$ cat config.mk
export PLATFORM = sky130hd
export DESIGN_NAME = toeq_cell
export DESIGN_NICKNAME = d
export VERILOG_FILES = /design/src/sv/toeq_pkg.sv /design/src/sv/toeq_cell.sv
export SDC_FILE = /design/constraint.sdc
export NUM_CORES = 1
export LEC_CHECK = 0
export BUFFER_PORTS_ARGS = -buffer_cell sky130_fd_sc_hd__buf_4
export CAP_MARGIN = 20
export CORE_AREA = 4 4 107 109
export CTS_CLUSTER_DIAMETER = 120
export CTS_CLUSTER_SIZE = 16
export DETAILED_ROUTE_END_ITERATION = 12
export DIE_AREA = 0 0 111 113
export HOLD_SLACK_MARGIN = 0.05
export PLACE_DENSITY = 0.87
export SYNTH_ARGS = -nofsm -noshare
export SYNTH_HDL_FRONTEND = slang
export SYNTH_SLANG_ARGS = --single-unit
export TNS_END_PERCENT = 1
$ cat constraint.sdc
create_clock -name clk -period 9 [get_ports clk]
set_input_delay 0.45 -clock clk [delete_from_list [all_inputs] [get_ports clk]]
set_output_delay 0.45 -clock clk [all_outputs]
set_load 0.005 [all_outputs]
$ cat src/sv/toeq_pkg.sv
`timescale 1ns / 1ps
// ----------------------------------------------------------------------------
// toeq_pkg
// Types and constants shared by the event queue cells and the top level.
// ----------------------------------------------------------------------------
package toeq_pkg;

  localparam int DEPTH = 64;
  localparam int CNT_W = $clog2(DEPTH + 1);
  localparam int TIME_W = 32;
  localparam int DATA_W = 32;
  localparam int OCC_W = 7;

  typedef enum logic [0:0] {
    OP_PUSH = 1'b0,
    OP_POP  = 1'b1
  } op_t;

  typedef enum logic [1:0] {
    ST_PUSHED = 2'd0,
    ST_FULL   = 2'd1,
    ST_POPPED = 2'd2,
    ST_EMPTY  = 2'd3
  } status_t;

  typedef struct packed {
    logic [TIME_W-1:0] ev_time;
    logic              ev_kind;
    logic [DATA_W-1:0] ev_data;
  } event_t;

  // broadcast from the top level to every cell
  typedef struct packed {
    logic   push_en;
    logic   pop_en;
    event_t new_ev;
  } cell_ctl_t;

endpackage

$ cat src/sv/toeq_cell.sv
`timescale 1ns / 1ps
// ----------------------------------------------------------------------------
// toeq_cell
// One slot of the sorted chain: compares against the broadcast event and
// shifts towards the tail on push or towards the head on pop.
// ----------------------------------------------------------------------------
module toeq_cell (
  input  logic                clk,
  input  toeq_pkg::cell_ctl_t ctl,
  input  logic                occupied,
  input  toeq_pkg::event_t    prev_ev,
  input  logic                prev_later,
  input  toeq_pkg::event_t    next_ev,
  output toeq_pkg::event_t    ev,
  output logic                later
);

  toeq_pkg::event_t ev_r;
  toeq_pkg::event_t ev_nxt;

  // an empty slot counts as later than anything
  assign later = !occupied || (ev_r.ev_time > ctl.new_ev.ev_time);
  assign ev    = ev_r;

  always_comb begin
    ev_nxt = ev_r;
    if (ctl.push_en) begin
      if (prev_later) begin
        ev_nxt = prev_ev;
      end else if (later) begin
        ev_nxt = ctl.new_ev;
      end
    end else if (ctl.pop_en) begin
      ev_nxt = next_ev;
    end
  end

  always_ff @(posedge clk) begin
    ev_r <= ev_nxt;
  end

endmodule

==> impl_results.md, run 1 <==
- Status: complete, no violations
- Mean Syn Cell Area: a little over 10 µm²
- Flops & latches, synth: 65
- HPWL after detailed placement: 10900 µm
- Routability cong.: ~0.91
- WL per Instance: 16.5 µm
- # setup viols final: 0
- Clock tree buffer depth: 2
- Critical path, cell by cell: ha_1, nand4_1, nor3_1, a21boi_1, o41ai_1, a21oi_4, buf_4
- Share of cells above drive strength 1: 0.430
- Post-detailed-route count of antenna-violating nets: 0
- Final net count: 890
- Reg area: roughly 2000 µm²
- Final Max Slew Viols: 0
- Core Region: 10600 µm²
- Slew headroom: 0.309
- Cells after synthesis: 402
- Top-area cell type share of the netlist area: 0.473
- Skew final: 0.00925 ns
- Cell variety after synth: 30
- Mapped Area: 4130 µm²
- Arrival time at the worst endpoint: 3.35 ns
- CTS H-tree lvls: 3
- Initial core utilization: 0.389
- Row Count: 38
- Crit share post-route: 0.374
- Worst Setup Path Type: flop to flop
- I/O Pins: about 270
- Synthesized Nets: 634
- WL met3: 1230 µm
- Critical path's top delay family: compound AO/OA/AOI/OAI gates
- P per Cell Area: 131 nW/µm²
- Clk slew on worst S/H paths: 0.08 ns
- Crit path time final: 3.37 ns
- Area leader, netlist: edfxtp_1
- Post-cts hold buffer count: 0
- Number of flip-flops in the largest register: between 60 and 70
- Commonest non-fill, non-tap cell in the layout: buf_4
- Ys Warns: 0
- DRT iter0 DRCs: 169
- Count of clock tree sinks: 65
- Buf/Inv on CP: 1
- All-Layer GR Usage: 0.206
- Root buffer cell: clkbuf_8
- Static leakage: 3.12 nW
- CTS Buf Count: 9
- Area after DPL: 6210 µm²
- Drt drc: 0
- Highest Signal Layer: met4
- Cells resized by post-CTS repair: 0
- Pin count of the biggest net entering global routing: 80
- Routed wl met2: 7050 µm
- RSZ-0062 raised after global routing: no
- Congestion Overflow GR: 0
- Drt pass-1 iters: 5
- Worst Hold Class: input port to flop
- Hold_sp: next_ev[57]
- Most frequent cells in the layout: buf_4, a21oi_1, nor2_1
- PortBufs: approximately 270
- Req. time, crit path: approximately 9 ns
- Worst skew pair latency: 0.34 ns
- TritonCTS clock tree: yes
- Ant diodes: 0
- Layout area overhead: 54.5%
- Multi-input gate area: ~2000 µm²
- MaxCap Viol Count: 0
- M1 WL: 4610 µm
- Ranking of synthesized cells by area: edfxtp_1, mux2i_1, a21oi_1
- Type of origin of the critical path: flop
- Via Count: just over 4000
- Antenna violations before repair: 0
- First-pass GRT wire length: about 21000 µm
- Setup TNS: 0 ns
- Worst IR Drop VDD: between 0.00007 and 0.00008 V
- Fin. Hold Viols: 0
- Critical Path Source: ev[46]$_DFFE_PP_
- Vias in the first global route: 4323
- Reg2reg start: ev[46]$_DFFE_PP_
- Slowest Stage Delay on Critical Path: ~0.85 ns
- Slowest-stage cell, CP: a21oi_4
- Fin area: 6380 µm²
- Crit. End Element: flop
- Post CTS Setup Buffer Count: 0
- Routed vias/inst: between 5 and 6
- Area of the die: 12500 µm²
- Die Y: 113 µm
- Worst slew pin tran: 1.03 ns
- Share of the yosys chip area belonging to registers: 0.473
- FILL cells: 848
- Routed wire length: between 10000 and 15000 µm
- Die Span X: about 110 µm
- F_max: 297 MHz
- Max Fanout on Critical Path: 35
-- Yosys cell counts --
cell type and count:
a21oi_1 80, nor2_1 67, edfxtp_1 65, mux2i_1 65, inv_1 33, ha_1 32, clkbuf_1 13, nand4_1 6
buf_4 5, nand2_1 5, buf_2 4, nand3_1 4, nor3_1 4, a21o_1 2, o21ai_1 2, a211oi_1 1
a21boi_1 1, a221o_1 1, and4_1 1, buf_1 1, nand3b_1 1, nand4_2 1, nor2b_1 1, nor4_2 1
o211ai_1 1, o21a_1 1, o21ai_0 1, o22ai_1 1, o2bb2ai_1 1, o41ai_1 1
-- worst min-delay path, stage by stage --
cell,delay [ns]
buf_4,0.08
nor2_1,0.03
a21oi_1,0.09
-- final timing paths --
kind | end | slack (ns) | cells after the start
max | ev[61]$_DFFE_PP_ | 5.63 | 7
min | ev[57]$_DFFE_PP_ | 0.42 | 3
max reg2reg | ev[61]$_DFFE_PP_ | 5.63 | 7
min reg2reg | ev[40]$_DFFE_PP_ | 1.38 | 5
-- routing by layer --
metal	GRT usage	up-vias
li1	-	1973
met1	0.212	1846
met2	0.379	201
met3	0.0711	32
met4	0.0903	0
met5	0	-
-- logic make-up (layout without fill, tap and decap cells) --
kind of cell | after synthesis | after routing | synth area share
mux | 65 | 65 | 0.158
compound gates | 93 | 93 | 0.120
buf+inv | 56 | 317 | 0.0567
simple gates | 91 | 91 | 0.0958
fa+ha+maj | 32 | 32 | 0.0970
flops | 65 | 65 | 0.473
-- power by group --
part	internal (mW)	switching, mW
Combinational	0.134	0.103
Clock	0.0964	0.115
Sequential	0.373	0.0140
Total	0.603	0.231
-- per-stage QoR --
step	power, mW	setup WS [ns]	util	instances	hold WS, ns
2_1_floorplan	0.489	3.95	-	402	0.676
3_3_place_gp	0.621	5.61	0.586	787	0.772
3_5_place_dp	0.632	5.42	0.586	787	0.775
4_1_cts	0.845	5.55	0.601	803	0.412
5_1_grt	0.882	5.33	0.601	803	0.421
6_report	0.834	5.63	0.601	803	0.423
-- cell type report --
class / count / area share
timing repair buffer: 268 / 0.316
clock inverter: 7 / 0.00589
inverter: 33 / 0.0194
tap: 140 / 0.0275
clock buffer: 9 / 0.0194
multi-input combinational: 281 / 0.306
sequential: 65 / 0.306
Power figures use the tool's default switching activity.
==> run 2, diff against run 1 <==
--- a/config.mk
+++ b/config.mk
@@ -7,13 +7,13 @@
 export LEC_CHECK = 0
 export BUFFER_PORTS_ARGS = -buffer_cell sky130_fd_sc_hd__buf_4
 export CAP_MARGIN = 20
-export CORE_AREA = 4 4 107 109
+export CORE_AREA = 4 4 108 110
 export CTS_CLUSTER_DIAMETER = 120
 export CTS_CLUSTER_SIZE = 16
 export DETAILED_ROUTE_END_ITERATION = 12
-export DIE_AREA = 0 0 111 113
+export DIE_AREA = 0 0 112 114
 export HOLD_SLACK_MARGIN = 0.05
-export PLACE_DENSITY = 0.87
+export PLACE_DENSITY = 0.89
 export SYNTH_ARGS = -nofsm -noshare
 export SYNTH_HDL_FRONTEND = slang
 export SYNTH_SLANG_ARGS = --single-unit
==> constraint.sdc (replaced) <==
create_clock -name clk -period 2.9 [get_ports clk]
set_input_delay 0.145 -clock clk [delete_from_list [all_inputs] [get_ports clk]]
set_output_delay 0.145 -clock clk [all_outputs]
set_load 0.005 [all_outputs]
==> run 2 against run 1 <==
- hold slack worse by 0.29 ns
- cell count is 0.12% higher
- sequential power grew to 3.1 times the previous value
- total power grew to 3.1 times the previous value
- sequential cell count stayed put
- utilization is 0.078 points lower
- critical path depth stayed put
- combinational power grew to 3.2 times the previous value
- setup slack worse by 5.3 ns
- clock skew is 0.00055 ns higher
- routed wire length is 1.4% lower
- final area is 0.77% higher
- largest power group unchanged
==> impl_results.md, run 2 (same netlist as run 1, synthesis figures left out) <==
- Post CTS Setup Buffer Count: 0 (unchanged)
- Type of origin of the critical path: flop
- Post-detailed-route count of antenna-violating nets: 0 (unchanged)
- Crit. End Element: output port
- Initial core utilization: 0.386 (-0.00346)
- Req. time, crit path: 2.76 ns (-6.22 ns)
- MaxCap Viol Count: 0 (unchanged)
- Area after DPL: 6270 µm² (+0.93%)
- Antenna violations before repair: 0 (unchanged)
- Worst slew pin tran: 0.684 ns (-0.351 ns)
- Via Count: 4001 (-1.3%)
- Slowest Stage Delay on Critical Path: 0.67 ns (-0.18 ns)
- First-pass GRT wire length: 20200 µm (-2.4%)
- Drt pass-1 iters: 5 (unchanged)
- I/O Pins: 266 (unchanged)
- Vias in the first global route: 4350 (+0.62%)
- RR Endpoint: ev[10]$_DFFE_PP_
- Crit path time final: approximately 2.5 ns
- Critical Path Source: ev[38]$_DFFE_PP_
- Count of clock tree sinks: 65 (unchanged)
- CTS Buf Count: 9 (unchanged)
- Slowest-stage cell, CP: o41ai_1
- RSZ-0062 raised after global routing: no
- Drt drc: 0 (unchanged)
- Final core occ: 0.601 (-0.000784)
- Pin count of the biggest net entering global routing: 131 (+64%)
- Hold_sp: next_ev[3]
- Ant diodes: 0 (unchanged)
- Status: complete, no violations
- Number of flip-flops in the largest register: 65 (unchanged)
- Worst Hold Class: input port to flop
- Congestion Overflow GR: 0 (unchanged)
- Final cell count without fillers: 804 (+0.12%)
- Static leakage: 3.14 nW (+0.81%)
- Cells resized by post-CTS repair: 0 (unchanged)
- Final Max Slew Viols: 0 (unchanged)
- FF-to-FF path depth: 7 (unchanged)
- Routed wire length: 13100 µm (-1.4%)
- Skew final: 0.00980 ns (+0.000546 ns)
- Max Fanout on Critical Path: 2 (-94%)
- Fin area: 6420 µm² (+0.77%)
- Clk slew on worst S/H paths: 0.07 ns (about the same)
- R2R setup slack: 0.53 ns (-5.10 ns)
- PortBufs: 265 (unchanged)
- Worst skew pair latency: 0.33 ns (about the same)
- Slew headroom: 0.538 (+0.229)
- WL per Instance: 16.3 µm (-1.5%)
- Crit share post-route: 0.872
- # setup viols final: 0 (unchanged)
- Commonest non-fill, non-tap cell in the layout: buf_4
- CTS H-tree lvls: 3 (unchanged)
- TritonCTS clock tree: yes
- Critical path, cell by cell: ha_1, a21o_1, nand3_1, a211oi_1, o41ai_1, a21oi_1, buf_4
- Arrival time at the worst endpoint: 2.38 ns (-0.97 ns)
- Root buffer cell: clkbuf_8
- Setup TNS: 0 ns (unchanged)
- Hold slack: 0.130 ns (-0.293 ns)
- P per Cell Area: 400 nW/µm² (+210%)
- Die Span X: 112 µm (+0.90%)
- Worst Hold End: ev[3]$_DFFE_PP_
- Post-cts hold buffer count: 0 (unchanged)
- Share of cells above drive strength 1: 0.426 (-0.00366)
- Hold path cells: 3 (unchanged)
- Routability cong.: 0.918 (+1.1%)
- F_max: 396 MHz
- Die Y: 114 µm (+0.88%)
- Routed vias/inst: 4.98 (-1.4%)
- DRT iter0 DRCs: 145 (-14%)
- Worst IR Drop VDD: 0.000260 V (+250%)
- Core Region: 10700 µm² (+0.90%)
- All-Layer GR Usage: 0.198 (-0.00799)
- Row Count: 38 (unchanged)
- HPWL after detailed placement: 10700 µm (-1.7%)
- Most frequent cells in the layout: buf_4, a21oi_1, nor2_1
- Inst Count DP: 788 (+0.13%)
- Fin. Hold Viols: 0 (unchanged)
- Clock tree buffer depth: 2 (unchanged)
- Layout area overhead: 55.7%
- Worst Setup Path Type: flop to output port
- Area of the die: 12800 µm² (+1.8%)
- Reg2reg start: ev[46]$_DFFE_PP_
- Final net count: 891 (+0.11%)
run 2: changes by cell type in the layout (fill, tap and decap cells not counted), sizes merged:
| cell | delta |
|---|---|
| clkinvlp | -2 |
| buf | +1 |
| clkbuf | +1 |
| clkinv | +1 |
run 2: per-stage QoR:
stage | total power [mW] | setup slack, ns
finish | 2.57 | 0.372
global route | 2.72 | 0.233
CTS | 2.61 | 0.313
detailed placement | 1.97 | 0.521
global placement | 1.94 | 0.603
floorplan | 1.51 | 0.000865
run 2: power by group:
part | switching [mW] | internal [mW] | total [mW] | leakage, nW
registers | 0.0405 | 1.16 | 1.20 | 0.643
logic | 0.323 | 0.427 | 0.749 | 2.42
clock network | 0.331 | 0.296 | 0.627 | 0.0800
run 2: routing by layer:
layer | up-vias | GRT usage | wire length [µm]
met5 | - | 0 | 0
li1 | 1975 | - | -
met4 | 0 | 0.0962 | 445
met2 | 196 | 0.373 | 6860
met3 | 35 | 0.0637 | 1150
met1 | 1795 | 0.195 | 4620
run 2: critical path: cells and delay by family, from the launching register on:
kind | cells | cell delay (ns)
compound gates | 4 | 1.08
fa+ha+maj | 1 | 0.31
buf+inv | 1 | 0.18
flops | 1 | 0.40
simple gates | 1 | 0.08
run 2: cell type report:
type | count | area, µm²
repair buffers | 269 | 2070
clock buffers | 10 | 128
clock inverters | 6 | 25.0
flip-flops and latches | 65 | 1950
well taps | 140 | 175
inverters | 33 | 124
multi-input cells | 281 | 1950
fillers | 865 | 4270
run 2: worst max path at each step:
stage / to / cells after the start
after floorplan: ev[0]$_DFFE_PP_ / 5
after global placement: ev[17]$_DFFE_PP_ / 7
after detailed placement: ev[8]$_DFFE_PP_ / 7
after CTS: later / 7
after global routing: later / 7
final: later / 7
